### config.mk
export PLATFORM = sky130hd
export DESIGN_NAME = word_crc32_three_byte_step_unit
export DESIGN_NICKNAME = d
export VERILOG_FILES = /design/src/rtl/wcrc3_pkg.sv /design/src/rtl/word_crc32_three_byte_step_unit.sv
export SDC_FILE = /design/constraint.sdc
export NUM_CORES = 1
export LEC_CHECK = 0
export ABC_CLOCK_PERIOD_IN_PS = 3120
export CAP_MARGIN = 40
export CORE_AREA = 2 2 121 123
export DETAILED_ROUTE_END_ITERATION = 7
export DIE_AREA = 0 0 123 125
export DONT_BUFFER_PORTS = 1
export PLACE_DENSITY = 0.57
export SYNTH_ARGS = -nofsm -noshare
export SYNTH_HDL_FRONTEND = slang
export SYNTH_SLANG_ARGS = --single-unit
### constraint.sdc
create_clock -name clk -period 3.12 [get_ports clk]
set_input_delay 0.156 -clock clk [delete_from_list [all_inputs] [get_ports clk]]
set_output_delay 0.156 -clock clk [all_outputs]
set_load 0.01 [all_outputs]
### src/rtl/wcrc3_pkg.sv
// Package for the word CRC-32 three-byte-step unit.
// Holds the polynomial, the register type and the constant advance columns for a 24-bit shift.
// No dependencies.
package wcrc3_pkg;

    localparam int unsigned CrcWidth  = 32;
    localparam int unsigned ByteSteps = 3;
    localparam int unsigned ShiftCnt  = 8 * ByteSteps;

    typedef logic [CrcWidth-1:0] crc_t;
    typedef crc_t crc_cols_t [CrcWidth];

    localparam crc_t CrcPoly = 32'h04C1_1DB7;
    localparam crc_t CrcMsb  = 32'h8000_0000;

    // Advance a register by one MSB-first shift, folding in the polynomial
    function automatic crc_t crc_shift1(input crc_t r);
        crc_shift1 = ((r & CrcMsb) != '0) ? ((r << 1) ^ CrcPoly) : (r << 1);
    endfunction

    // Build the columns of the linear map for three byte steps (elaboration only)
    function automatic crc_cols_t build_adv_cols();
        crc_cols_t cols;
        crc_t      r;
        for (int i = 0; i < CrcWidth; i++) begin
            r = crc_t'(1) << i;
            for (int k = 0; k < ShiftCnt; k++) begin
                r = crc_shift1(r);
            end
            cols[i] = r;
        end
        return cols;
    endfunction

    localparam crc_cols_t AdvCols = build_adv_cols();

    // Apply three byte steps as an XOR of constant columns, one per register bit
    function automatic crc_t crc_advance(input crc_t r);
        crc_t acc;
        acc = '0;
        for (int i = 0; i < CrcWidth; i++) begin
            if (r[i]) begin
                acc = acc ^ AdvCols[i];
            end
        end
        return acc;
    endfunction

endpackage

### src/rtl/word_crc32_three_byte_step_unit.sv
// Word CRC-32 unit: request register, CRC register and checksum register.
// Depends on wcrc3_pkg.
//
// Usage:
//   Input channel in_valid/in_ready carries one request per word: data_word,
//   first_word (start of message) and last_word (end of message).
//   Output channel out_valid/out_ready carries checksum, one per last word.
//   A first word loads the CRC register with ~data_word; any other word
//   advances the register by three MSB-first CRC-32 byte steps (poly
//   0x04C11DB7) and XORs the word in. On a last word the inverted register
//   is sent, so a one-word message returns the word itself.
// Throughput: one word per cycle unless a last word stalls. The three
//   byte steps are a fixed XOR network between the request and CRC registers.
// Path: an accepted last word passes the request register, then its checksum
//   loads the checksum register, which holds it until out_ready takes it.
// Stall: when the checksum register is full and out_ready is low, a last
//   word in the request register holds, and in_ready drops until the
//   checksum is taken; words without a last mark keep flowing.
// Reset: the CRC register clears to zero, both registers empty. A word
//   without a first mark after reset advances from zero.
module word_crc32_three_byte_step_unit (
    input  logic               clk,
    input  logic               rst_n,
    input  logic               in_valid,
    output logic               in_ready,
    input  wcrc3_pkg::crc_t    data_word,
    input  logic               first_word,
    input  logic               last_word,
    output logic               out_valid,
    input  logic               out_ready,
    output wcrc3_pkg::crc_t    checksum
);
    import wcrc3_pkg::*;

    logic  stg_valid_reg;
    crc_t  stg_data_reg;
    logic  stg_first_reg;
    logic  stg_last_reg;
    crc_t  crc_reg;
    crc_t  crc_next;
    logic  out_valid_reg;
    crc_t  checksum_reg;
    logic  stg_fire;
    logic  in_fire;

    // Advance the request stage unless a last word waits on a full output
    assign stg_fire = stg_valid_reg && (!stg_last_reg || !out_valid_reg || out_ready);
    assign in_ready = !stg_valid_reg || stg_fire;
    assign in_fire  = in_valid && in_ready;

    // Compute the next CRC register value
    always_comb
    begin
        if (stg_first_reg)
        begin
            crc_next = ~stg_data_reg;
        end
        else
        begin
            crc_next = crc_advance(crc_reg) ^ stg_data_reg;
        end
    end

    // Hold the request stage valid flag
    always_ff @(posedge clk or negedge rst_n)
    begin
        if (!rst_n)
        begin
            stg_valid_reg <= 1'b0;
        end
        else if (in_ready)
        begin
            stg_valid_reg <= in_valid;
        end
    end

    // Capture the request payload
    always_ff @(posedge clk)
    begin
        if (in_fire)
        begin
            stg_data_reg  <= data_word;
            stg_first_reg <= first_word;
            stg_last_reg  <= last_word;
        end
    end

    // Update the CRC register
    always_ff @(posedge clk or negedge rst_n)
    begin
        if (!rst_n)
        begin
            crc_reg <= '0;
        end
        else if (stg_fire)
        begin
            crc_reg <= crc_next;
        end
    end

    // Track the checksum register occupancy
    always_ff @(posedge clk or negedge rst_n)
    begin
        if (!rst_n)
        begin
            out_valid_reg <= 1'b0;
        end
        else if (stg_fire && stg_last_reg)
        begin
            out_valid_reg <= 1'b1;
        end
        else if (out_ready)
        begin
            out_valid_reg <= 1'b0;
        end
    end

    // Load the inverted register on a last word
    always_ff @(posedge clk)
    begin
        if (stg_fire && stg_last_reg)
        begin
            checksum_reg <= ~crc_next;
        end
    end

    assign out_valid = out_valid_reg;
    assign checksum  = checksum_reg;

endmodule

==> results of run 1 <==
-- metrics by stage --
stage	hold WS, ns	setup WS, ns	util, %	std cells	cell area [µm²]
6_report	0.140	0.740	44.3	617	6290
5_1_grt	0.159	0.562	44.3	617	6290
4_1_cts	0.139	0.710	44.3	617	6290
3_5_place_dp	-0.137	0.741	39.5	564	5610
3_3_place_gp	-0.137	0.710	39.5	564	5610
2_1_floorplan	-0.140	1.15	-	404	5520
-- routing by layer --
layer	share of wire, %	global-route usage [%]	vias to the layer above
met5	0	0	-
met4	2.1	6.89	0
met3	3.4	3.42	16
met2	47	26.5	63
met1	47	22.8	1421
li1	-	-	1385
-- cells in the mapped netlist --
master / instances / area [µm²]
sky130_fd_sc_hd__nand2_1: 34 / 128
sky130_fd_sc_hd__xnor2_1: 77 / 674
sky130_fd_sc_hd__nor2b_1: 1 / 6.26
sky130_fd_sc_hd__nand3_1: 1 / 5.00
sky130_fd_sc_hd__dfrtp_1: 34 / 851
sky130_fd_sc_hd__and2_1: 1 / 6.26
sky130_fd_sc_hd__or2_2: 1 / 6.26
sky130_fd_sc_hd__xnor3_2: 3 / 71.3
sky130_fd_sc_hd__nand2b_1: 4 / 25.0
sky130_fd_sc_hd__and3_1: 1 / 6.26
sky130_fd_sc_hd__nor3_1: 1 / 5.00
sky130_fd_sc_hd__o21ai_0: 6 / 30.0
sky130_fd_sc_hd__xnor3_1: 26 / 586
sky130_fd_sc_hd__o21ai_1: 25 / 125
sky130_fd_sc_hd__clkbuf_1: 7 / 26.3
sky130_fd_sc_hd__xor2_4: 1 / 27.5
sky130_fd_sc_hd__or2_1: 1 / 6.26
sky130_fd_sc_hd__xnor2_2: 6 / 97.6
sky130_fd_sc_hd__buf_2: 11 / 55.1
sky130_fd_sc_hd__nor2_1: 28 / 105
sky130_fd_sc_hd__xnor2_4: 4 / 110
sky130_fd_sc_hd__xor2_1: 47 / 412
sky130_fd_sc_hd__buf_4: 10 / 75.1
sky130_fd_sc_hd__buf_6: 3 / 33.8
sky130_fd_sc_hd__xor2_2: 3 / 48.8
sky130_fd_sc_hd__edfxtp_1: 66 / 1980
sky130_fd_sc_hd__o21a_1: 1 / 7.51
sky130_fd_sc_hd__o31ai_1: 1 / 7.51
-- cell families (layout without fill, tap and decap cells) --
kind of cell              count (synthesis)  count (layout)  synth area share (%)
DFF                                     100             100                  51.3
buffers and inverters                    31              60                  3.45
xor gates and xnor gates                167             167                  36.7
AOI/OAI and AO/OA                        33              33                  3.08
and+or+nand+nor                          73              73                  5.42
-- cell type report --
class | instances | area, µm² | area share [%]
sequential | 100 | 2830 | 45.0
clock buffer | 10 | 229 | 3.64
timing repair buffer | 44 | 433 | 6.88
multi-input combinational | 273 | 2500 | 39.7
clock inverter | 6 | 65.1 | 1.03
tap | 184 | 230 | 3.66
-- what timing repair did --
action / in CTS / in global routing
resized for setup: 0 / 0
setup buffers: 0 / 0
endpoints found under the hold margin: 69 / 0
hold buffers: 37 / 0
setup endpoints to repair: 0 / 0
-- worst register-to-register path, cell delays in order, from the launching register on --
cell and delay (ns):
sky130_fd_sc_hd__dfrtp_1 0.61, sky130_fd_sc_hd__xnor3_2 0.55, sky130_fd_sc_hd__xor2_2 0.22, sky130_fd_sc_hd__xnor3_1 0.35, sky130_fd_sc_hd__nor2_1 0.20, sky130_fd_sc_hd__xor2_1 0.22
sky130_fd_sc_hd__o21ai_1 0.09
-- final timing paths --
| kind | endpoint | slack (ns) | cells past startpoint |
|---|---|---|---|
| worst max-delay path | crc_reg[27]$_DFFE_PN0P_ | 0.74 | 6 |
| worst min register to register | crc_reg[4]$_DFFE_PN0P_ | 0.52 | 2 |
| min in group asynchronous | crc_reg[31]$_DFFE_PN0P_ | 0.27 | 2 |
| max in group asynchronous | crc_reg[26]$_DFFE_PN0P_ | 2.65 | 2 |
| worst min-delay path | stg_valid_reg$_DFFE_PN0N_ | 0.14 | 3 |
| worst max register to register | crc_reg[27]$_DFFE_PN0P_ | 0.74 | 6 |
==> impl.org, run 1 <==
** Status
- The flow ran to the end, and the final reports show no timing, DRC or antenna violations.

** Clocking
- Max clock buf depth :: 2
- TritonCTS built the clock tree.
- Number of buffers inserted during clock tree synthesis :: 9
- CTS built an H-tree with a depth of 3.
- Clock slew at reported path FFs :: roughly 0.070 ns
- The root buffer cell chosen for the clock tree is sky130_fd_sc_hd__clkbuf_16.
- Clock tree sinks :: 100
- At the later pin of the worst-skew pair, clock insertion delay measures between 0.3 and 0.4 ns.

** Setup path
- The most critical setup path has its startpoint at crc_reg[9]$_DFFE_PN0P_.
- Critical path type :: register to register
- Cell type of the slowest stage on the worst timing path :: sky130_fd_sc_hd__dfrtp_1
- Among cell families on the critical path, the largest total delay comes from XOR/XNOR gates.
- Beginning of the worst register-to-register path :: crc_reg[9]$_DFFE_PN0P_
- Highest fanout seen on the critical path :: 7
- Required time at the endpoint of the critical path :: 3.34 ns
- STA classifies the critical path endpoint as a register.
- Launching element type of the critical path :: register
- Number of buffers and inverters on the critical path :: 0
- Endpoint arrival time on the critical path :: between 2 and 3 ns
- Walking the worst path, the cells encountered are xnor3_2 -> xor2_2 -> xnor3_1 -> nor2_1 -> xor2_1 -> o21ai_1.
- For this run, the slowest stage of the critical path takes 0.61 ns.

** GRT
- Wire length of the first global-routing pass :: between 15000 and 20000 µm
- Largest net degree at the start of global routing :: 37
- Global-route congestion overflow total :: 0
- Tot GR Track Use :: about 17%
- Number of antenna violations at the first check in global routing :: 0
- Number of global-route vias before repair :: 3159

** Finish
- Final net count :: about 470
- The layout has 1345 filler cells.
- Fraction of final layout cells sized beyond drive strength 1 :: between 9 and 10%
- Most common cell after layout, fill and taps aside :: sky130_fd_sc_hd__xnor2_1
- Antenna diode instance count :: 0
- Leading cell types in the layout, fill and taps excluded :: sky130_fd_sc_hd__xnor2_1, sky130_fd_sc_hd__edfxtp_1, sky130_fd_sc_hd__xor2_1, sky130_fd_sc_hd__dlygate4sd3_1, sky130_fd_sc_hd__dfrtp_1
- From synthesis to final layout, the design area changed by 13.9%.

** Synth
- Count of mapped cells out of synthesis :: just over 400
- Proportion of synthesized chip area in sequential cells :: about half
- Synthesized Nets :: 442
- Counting distinct cell types in the post-synthesis netlist gives 28.
- In this run the mean area of a mapped cell was 13.7 µm².
- During synthesis, Yosys emitted a total of 0 warnings.
- After synthesis the cells add up to roughly 5500 µm².
- Counting flops and latches in the post-synthesis netlist gives 100.

** Floorplan
- Effective utilization at floorplan :: approximately 40%
- The floorplan step defined a die boundary enclosing roughly 15000 µm².
- Core region area :: roughly 14000 µm²
- Site row count :: 44
- The die is 125 µm tall.
- Die Wd :: 123 µm
- Top-level I/O count :: approximately 70

** STA
- The worst path uses 76.3% of the clock period.
- Total setup violations reported at the end of the flow :: 0
- The clock arrives with 0.00783 ns of skew.
- Number of hold-slack violations in the final timing report :: 0
- Counting I/O delays and the setup requirement, the final critical path takes 2.38 ns.
- Slew at the pin closest to its max-slew limit :: between 0.7 and 0.8 ns
- The final count of pins violating max slew came to 0.
- Setup repair after global routing left no endpoint under its margin.
- In this run the tightest slew margin relative to its limit is roughly 51%.
- Setup TNS Final :: 0 ns
- Timing would allow up to around 420 MHz.

** Route
- After detailed routing, the total wire length is approximately 12000 µm.
- The detailed router finished its first iteration with 132 violations.
- The detail route stage leaves a number of antenna-violating nets equal to 0.
- In the routed design, unresolved DRC markers number 0.
- After detailed routing, the number of vias per cell comes to between 4 and 5.
- WL/cell :: about 19 µm
- DR vias :: 2885
- For this run, the detailed router's first-pass iteration total came to 4.

** Placed design
- The wire-length estimate of the detail-placed layout is approximately 8600 µm.
- Input/output buffers :: 0
- Routability congestion estimate from global placement :: 0.940

** Job
- Max Cap Violations :: 0

** Hold path
- The worst hold path begins at out_ready.
- The tightest min-delay check is of the input port to register type.
Power of run 1 is left out: the tool's default activity adds up to more than one toggle a clock period on the data nets, which glitch-free logic cannot reach.
==> run 2, diff against run 1 <==
Settings changed: ABC_CLOCK_PERIOD_IN_PS 3120 to 2000, PLACE_DENSITY 0.57 to 0.59.
Clock period 3.12 ns to 2 ns, I/O delays scaled along.
==> run 2 against run 1 <==
Against the previous run: the flow now finishes with violations (negative setup slack); clock skew is 0.0024 ns higher; non-clock buffer count grew 123; first-iteration DRC count grew 42%; die area unchanged; count of clock-buffer cells in the layout increased by 1.
==> impl.org, run 2 (synthesized netlist as in run 1, its figures left out) <==
** Clocking
- The number of H-tree branching levels is 3 (unchanged).
- Number of buffers inserted during clock tree synthesis :: 9 (unchanged)
- The clock-pin slew of the registers on the worst-case setup and hold paths came to 0.07 ns (about the same).
- Clock tree sinks :: 100 (unchanged)
- Root buf cell :: sky130_fd_sc_hd__clkbuf_16
- The insertion delay of the later-clocked pin in the worst-skew pair was 0.35 ns (about the same).
- The clock tree buffer depth came to 2 (unchanged).
- TritonCTS built the clock tree.

** GRT
- The remaining global-route overflow was 0 (unchanged).
- The global-route usage over all layers was 18.4% (+1.6 points).
- Number of global-route vias before repair :: 3515 (+11%)
- Number of antenna violations at the first check in global routing :: 0 (unchanged)
- The largest net degree at the start of global routing is 37 (unchanged).
- Wire length of the first global-routing pass :: 20600 µm (+11%)

** Floorplan
- Die height :: 125 µm (unchanged)
- Die Wd :: 123 µm (unchanged)
- The die area is 15400 µm² (unchanged).
- Top-level I/O count :: 72 (unchanged)
- The number of cell rows was 44 (unchanged).
- The initial core utilization came to 38.9% (unchanged).
- Core region area :: 14200 µm² (unchanged)

** STA
- Number of hold-slack violations in the final timing report :: 0 (unchanged)
- Worst Hold Slack :: 0.0915 ns (-0.0488 ns)
- The final number of setup-violating endpoints was 18 (+18).
- Final critical-path share of the clock period :: 105% (+28 points)
- Final Max Slew Viols :: 0 (unchanged)
- Setup repair after global routing could not meet its margin everywhere.
- Setup TNS Final :: -0.600 ns (-0.600 ns)
- The slew at the pin closest to its max-slew limit came to 0.370 ns (-0.359 ns).
- The maximum clock frequency came to 478 MHz (+14%).
- Post-layout minimum cycle time :: 2.09 ns (-0.289 ns)
- Setup ws final :: -0.0905 ns (-0.831 ns)
- The maximum clock skew at final layout came to 0.0102 ns (+0.00241 ns).
- The relative slew slack came to 75.3% (+24 points).

** Setup path
- End of the critical path :: crc_reg[5]$_DFFE_PN0P_
- Broken down by cell family, the worst path's largest delay share belongs to XOR/XNOR gates.
- CP endpoint kind :: register
- Beginning of the worst register-to-register path :: crc_reg[14]$_DFFE_PN0P_
- End of the worst register-to-register path :: crc_reg[5]$_DFFE_PN0P_
- The most critical setup path has its startpoint at crc_reg[14]$_DFFE_PN0P_.
- Walking the worst path, the cells encountered are buf_6 -> xnor3_1 -> xnor3_1 -> xnor2_2 -> nor2_1 -> xor2_1 -> o21ai_1.
- Worst-case register-to-register setup slack :: -0.09 ns (-0.83 ns)
- By startpoint and endpoint, the worst setup path is classified as register to register.
- Endpoint arrival time on the critical path :: 2.32 ns (-0.28 ns)
- Delay of the slowest cell on the worst path :: 0.51 ns (-0.10 ns)
- By instance count, the cell type seen most on the critical path is sky130_fd_sc_hd__xnor3_1.
- Required time at the endpoint of the critical path :: 2.23 ns (-1.11 ns)
- Number of gates on the worst path with buffers counted :: 7 (+1)
- The worst setup path is launched from a register.
- Number of buffers and inverters on the critical path :: 1 (+1)
- The cell count of the worst reg-to-reg path is 7 (+1).
- The maximum fanout along the worst path is 4 (-3).
- The slowest stage of the critical path belongs to the cell sky130_fd_sc_hd__dfrtp_2.

** Route
- Number of detailed-routing iterations run before antenna repair :: 4 (unchanged)
- Total wire length :: 13800 µm (+18%)
- Amount of wire on met3 after detailed routing :: 727 µm (+82%)
- Antenna violation net count after detailed routing :: 0 (unchanged)
- Avg Vias per Cell :: 4.56 (-2.4%)
- Number of DRC violations after detailed routing :: 0 (unchanged)
- DR vias :: 3378 (+17%)
- The wire length the detailed router placed on met1 came to 6070 µm (+9.6%).
- The initial detailed-routing violation count was 187 (+42%).
- Routed met2 length :: 6850 µm (+23%)
- WL/cell :: 18.7 µm (-2.0%)
- Topmost layer with routed signal wires :: met4

** Finish
- Fraction of final layout cells sized beyond drive strength 1 :: 48.0% (+38 points)
- Leading cell types in the layout, fill and taps excluded :: sky130_fd_sc_hd__buf_4, sky130_fd_sc_hd__edfxtp_1, sky130_fd_sc_hd__dlygate4sd3_1, sky130_fd_sc_hd__xnor2_2, sky130_fd_sc_hd__nand2_1
- Area Overhead vs Synth :: 49.1%
- Leaving out fill and tap cells, the most frequent cell in the layout is sky130_fd_sc_hd__buf_4.
- Final net count :: 589 (+26%)
- Antenna diode instance count :: 0 (unchanged)

** Job
- Max Cap Violations :: 0 (unchanged)

** Status
- The flow ran to the end, but the final reports show violations.
- The final reports fail on negative setup slack.

** Hold path
- The tightest min-delay check is of the input port to register type.
- Hold Path Depth :: 3 (unchanged)

** Placed design
- The post-DP HPWL came to 9350 µm (+8.2%).
- Routability congestion estimate from global placement :: 0.891 (-5.2%)
- Input/output buffers :: 0 (unchanged)
run 2: cell types whose count changed in the layout (fill, tap and decap cells not counted), sizes merged:
cell,change
clkinvlp,-3
clkbuf,+1
inv,+1
clkinv,+1
buf,+123
run 2: layer usage:
| metal | vias up | global-route usage (%) |
|---|---|---|
| li1 | 1615 | - |
| met5 | - | 0 |
| met2 | 80 | 28.7 |
| met1 | 1670 | 25.5 |
| met4 | 0 | 5.68 |
| met3 | 13 | 4.70 |
run 2: layout make-up:
type | instances | area [µm²]
clock buffers | 11 | 243
clock inverters | 5 | 60.1
fillers | 1117 | 5970
multi-input cells | 273 | 3300
flip-flops and latches | 100 | 2860
well taps | 184 | 230
repair buffers | 167 | 1540
run 2: tightest hold or removal path, stage by stage:
cell and delay, ns:
sky130_fd_sc_hd__nor2b_1 0.05, sky130_fd_sc_hd__nand3_1 0.17, sky130_fd_sc_hd__nand2b_1 0.07
run 2: how the worst min path moves through the flow:
stage / from / endpoint
after global placement: rst_n / crc_reg[6]$_DFFE_PN0P_
after detailed placement: rst_n / crc_reg[3]$_DFFE_PN0P_
after floorplan: rst_n / crc_reg[0]$_DFFE_PN0P_
after CTS: out_ready / stg_valid_reg$_DFFE_PN0N_
final: out_ready / stg_valid_reg$_DFFE_PN0N_
after global routing: out_ready / stg_valid_reg$_DFFE_PN0N_
run 2: through the flow:
step	instance area, µm²	util (%)	instances	setup slack [ns]
final	8230	57.9	740	-0.0905
after global routing	8230	57.9	740	-0.165
after CTS	7370	51.9	716	-0.0642
after detailed placement	6230	43.8	644	-0.214
after global placement	6230	43.8	644	-0.254
after floorplan	5520	-	404	0.0275
run 2: timing repair:
item	in CTS	in global routing
gates resized for setup	59	103
hold buffers	37	0
setup buffers	19	25
hold endpoints to repair	69	0
pin swaps	32	93
endpoints found under the setup margin	44	52
Power of run 2 is left out for the same reason.
==> run 3, diff against run 2 <==
--- a/config.mk
+++ b/config.mk
@@ -12,4 +12,5 @@
 export DIE_AREA = 0 0 123 125
 export DONT_BUFFER_PORTS = 1
+export GPL_ROUTABILITY_DRIVEN = 0
 export PLACE_DENSITY = 0.59
 export SYNTH_ARGS = -nofsm -noshare
==> constraint.sdc (replaced) <==
create_clock -name clk -period 2 [get_ports clk]
set_input_delay 0.2 -clock clk [delete_from_list [all_inputs] [get_ports clk]]
set_output_delay 0.2 -clock clk [all_outputs]
set_load 0.01 [all_outputs]
==> run 3 against run 2 <==
Against the previous run: the flow still finishes with violations (negative setup slack); hold slack gained 0.083 ns; worst setup slack lost 0.0035 ns; non-clock buffer count shrank 8; final cell count shrank 1.1%; first-iteration DRC count grew 22%; critical path depth grew 1; global-route usage shrank 0.94 points; critical path type unchanged; critical endpoint is now checksum[14]$_DFFE_PP_.
==> impl.org, run 3 (synthesized netlist as in run 1, its figures left out) <==
** Job
- The count of maximum capacitance violations was 0 (unchanged).

** STA
- The maximum clock skew at final layout is 0.0135 ns (+0.00327 ns).
- Number of hold-slack violations in the final timing report :: 0 (unchanged)
- The minimum setup slack in the final design is -0.0940 ns (-0.00347 ns).
- The summed negative setup slack over all endpoints came to -0.808 ns (-0.208 ns).
- Final Max Slew Viols :: 0 (unchanged)
- The post-route clock period utilization came to 105% (+0.17 points).
- The maximum clock frequency is 478 MHz (-0.17%).
- The final number of setup-violating endpoints came to 22 (+4).
- Slew at the pin closest to its max-slew limit :: 0.459 ns (+0.0894 ns)
- The relative slew slack is 69.2% (-6.2 points).
- The clock period minus final worst setup slack is 2.09 ns (+0.00347 ns).
- Setup repair after global routing missed its margin :: yes

** Setup path
- The worst setup path is launched from a register.
- Endpoint arrival time on the critical path :: 2.19 ns (-0.13 ns)
- Highest fanout seen on the critical path :: 4 (unchanged)
- Top delay family on crit path :: XOR/XNOR gates
- Worst-case register-to-register setup slack :: -0.09 ns (about the same)
- The number of buffer and inverter instances along the worst setup path came to 2 (+1).
- Cell-by-cell trace of the critical path :: buf_4 -> xnor2_2 -> xor2_1 -> buf_4 -> xnor2_4 -> xnor2_2 -> o21a_1 -> or2_1
- The slowest stage of the critical path belongs to the cell sky130_fd_sc_hd__dfrtp_2.
- Critical path type :: register to register
- The critical path's largest stage delay was 0.46 ns (-0.05 ns).
- STA classifies the critical path endpoint as a register.
- Required time at the endpoint of the critical path :: 2.10 ns (-0.13 ns)

** Route
- Avg Vias per Cell :: 4.64 (+1.6%)
- Number of detailed-routing iterations run before antenna repair :: 4 (unchanged)
- DRC violation total after the first TritonRoute iteration :: 228 (+22%)
- The total number of vias is 3396 (+0.53%).
- Number of DRC violations after detailed routing :: 0 (unchanged)
- Antenna violation net count after detailed routing :: 0 (unchanged)
- The final wirelength was 14000 µm (+1.5%).
- The per-cell routed wire length was 19.2 µm (+2.6%).

** Placed design
- The post-DP HPWL was 8890 µm (-4.9%).
- The number of input and output port buffers inserted came to 0 (unchanged).

** Floorplan
- Die height :: 125 µm (unchanged)
- Site row count :: 44 (unchanged)
- The total core area was 14200 µm² (unchanged).
- The initial core utilization was 38.9% (unchanged).
- Die Wd :: 123 µm (unchanged)
- DIE AREA :: 15400 µm² (unchanged)
- The boundary pin count was 72 (unchanged).

** GRT
- Number of global-route vias before repair :: 3418 (-2.8%)
- The remaining global-route overflow was 0 (unchanged).
- Wire length of the first global-routing pass :: 19500 µm (-5.4%)
- The global-route usage over all layers is 17.5% (-0.94 points).
- Largest net degree at the start of global routing :: 65 (+76%)
- Number of antenna violations at the first check in global routing :: 0 (unchanged)

** Clocking
- The clock-pin slew of the registers on the worst-case setup and hold paths came to 0.07 ns (about the same).
- TritonCTS built the clock tree.
- The number of buffers added by the clock tree synthesis step came to 9 (unchanged).
- The clock tree buffer depth was 2 (unchanged).
- The root buffer cell chosen for the clock tree is sky130_fd_sc_hd__clkbuf_16.
- Clock insertion delay at the later pin of the skew report :: 0.36 ns (about the same)
- Depth of the CTS H-tree :: 3 (unchanged)
- Clock tree sinks :: 100 (unchanged)

** Status
- The final reports fail on negative setup slack.
- The flow ran to the end, but the final reports show violations.

** Finish
- In the layout the commonest cells are sky130_fd_sc_hd__buf_4, sky130_fd_sc_hd__edfxtp_1, sky130_fd_sc_hd__xnor2_1, sky130_fd_sc_hd__dlygate4sd3_1, sky130_fd_sc_hd__nand2_1.
- Most common cell after layout, fill and taps aside :: sky130_fd_sc_hd__buf_4
- Antenna diode instance count :: 0 (unchanged)
- Fraction of final layout cells sized beyond drive strength 1 :: 43.8% (-4.2 points)
- Final standard cell utilization of the core :: 57.0% (-0.98 points)
- Final-layout fill cell count :: 1092 (-2.2%)
- Area Overhead vs Synth :: 46.6%
- Final net count :: 581 (-1.4%)

** Hold path
- Classification of the worst-slack hold path :: input port to register
-- run 3: routing by layer --
metal	part of all wire (%)	wire length, µm	track usage (%)
met1	41	5730	23.3
met2	51	7130	27.2
met3	5.2	735	4.56
met4	3.2	453	7.22
met5	0	0	0
-- run 3: final timing paths --
check	endpoint	cells past startpoint	from
min in group asynchronous	crc_reg[23]$_DFFE_PN0P_	2	rst_n
max reg2reg	checksum[14]$_DFFE_PP_	8	crc_reg[19]$_DFFE_PN0P_
min reg2reg	crc_reg[6]$_DFFE_PN0P_	2	crc_reg[6]$_DFFE_PN0P_
min	stg_valid_reg$_DFFE_PN0N_	3	out_ready
max in group asynchronous	crc_reg[22]$_DFFE_PN0P_	2	rst_n
max	checksum[14]$_DFFE_PP_	8	crc_reg[19]$_DFFE_PN0P_
-- run 3: worst register-to-register path: stages (launching register included) --
cell and delay [ns]:
sky130_fd_sc_hd__dfrtp_2 0.46, sky130_fd_sc_hd__buf_4 0.16, sky130_fd_sc_hd__xnor2_2 0.16, sky130_fd_sc_hd__xor2_1 0.17
sky130_fd_sc_hd__buf_4 0.17, sky130_fd_sc_hd__xnor2_4 0.21, sky130_fd_sc_hd__xnor2_2 0.11, sky130_fd_sc_hd__o21a_1 0.19
sky130_fd_sc_hd__or2_1 0.23
-- run 3: stage by stage --
stage / hold slack, ns / instances / setup WS, ns / instance area [µm²]
5_1_grt: 0.203 / 732 / -0.168 / 8090
2_1_floorplan: -0.0956 / 404 / 0.0275 / 5520
3_3_place_gp: -0.0935 / 631 / -0.295 / 6150
6_report: 0.174 / 732 / -0.0940 / 8090
4_1_cts: 0.169 / 707 / -0.0424 / 7370
3_5_place_dp: -0.0937 / 631 / -0.239 / 6150
-- run 3: what timing repair did --
action | in CTS | in global routing
gates resized for setup | 59 | 82
buffers inserted | 23 | 25
pin swaps | 39 | 63
endpoints found under the setup margin | 34 | 53
hold endpoints to repair | 69 | 0
hold buffers | 37 | 0
-- run 3: area by class of cell --
| class | count | area, µm² | share of cell area (%) |
|---|---|---|---|
| multi-input combinational | 273 | 3210 | 39.6 |
| clock inverter | 6 | 81.3 | 1.01 |
| clock buffer | 10 | 239 | 2.95 |
| sequential | 100 | 2860 | 35.3 |
| timing repair buffer | 159 | 1480 | 18.2 |
| tap | 184 | 230 | 2.85 |
Power of run 3 is left out for the same reason.
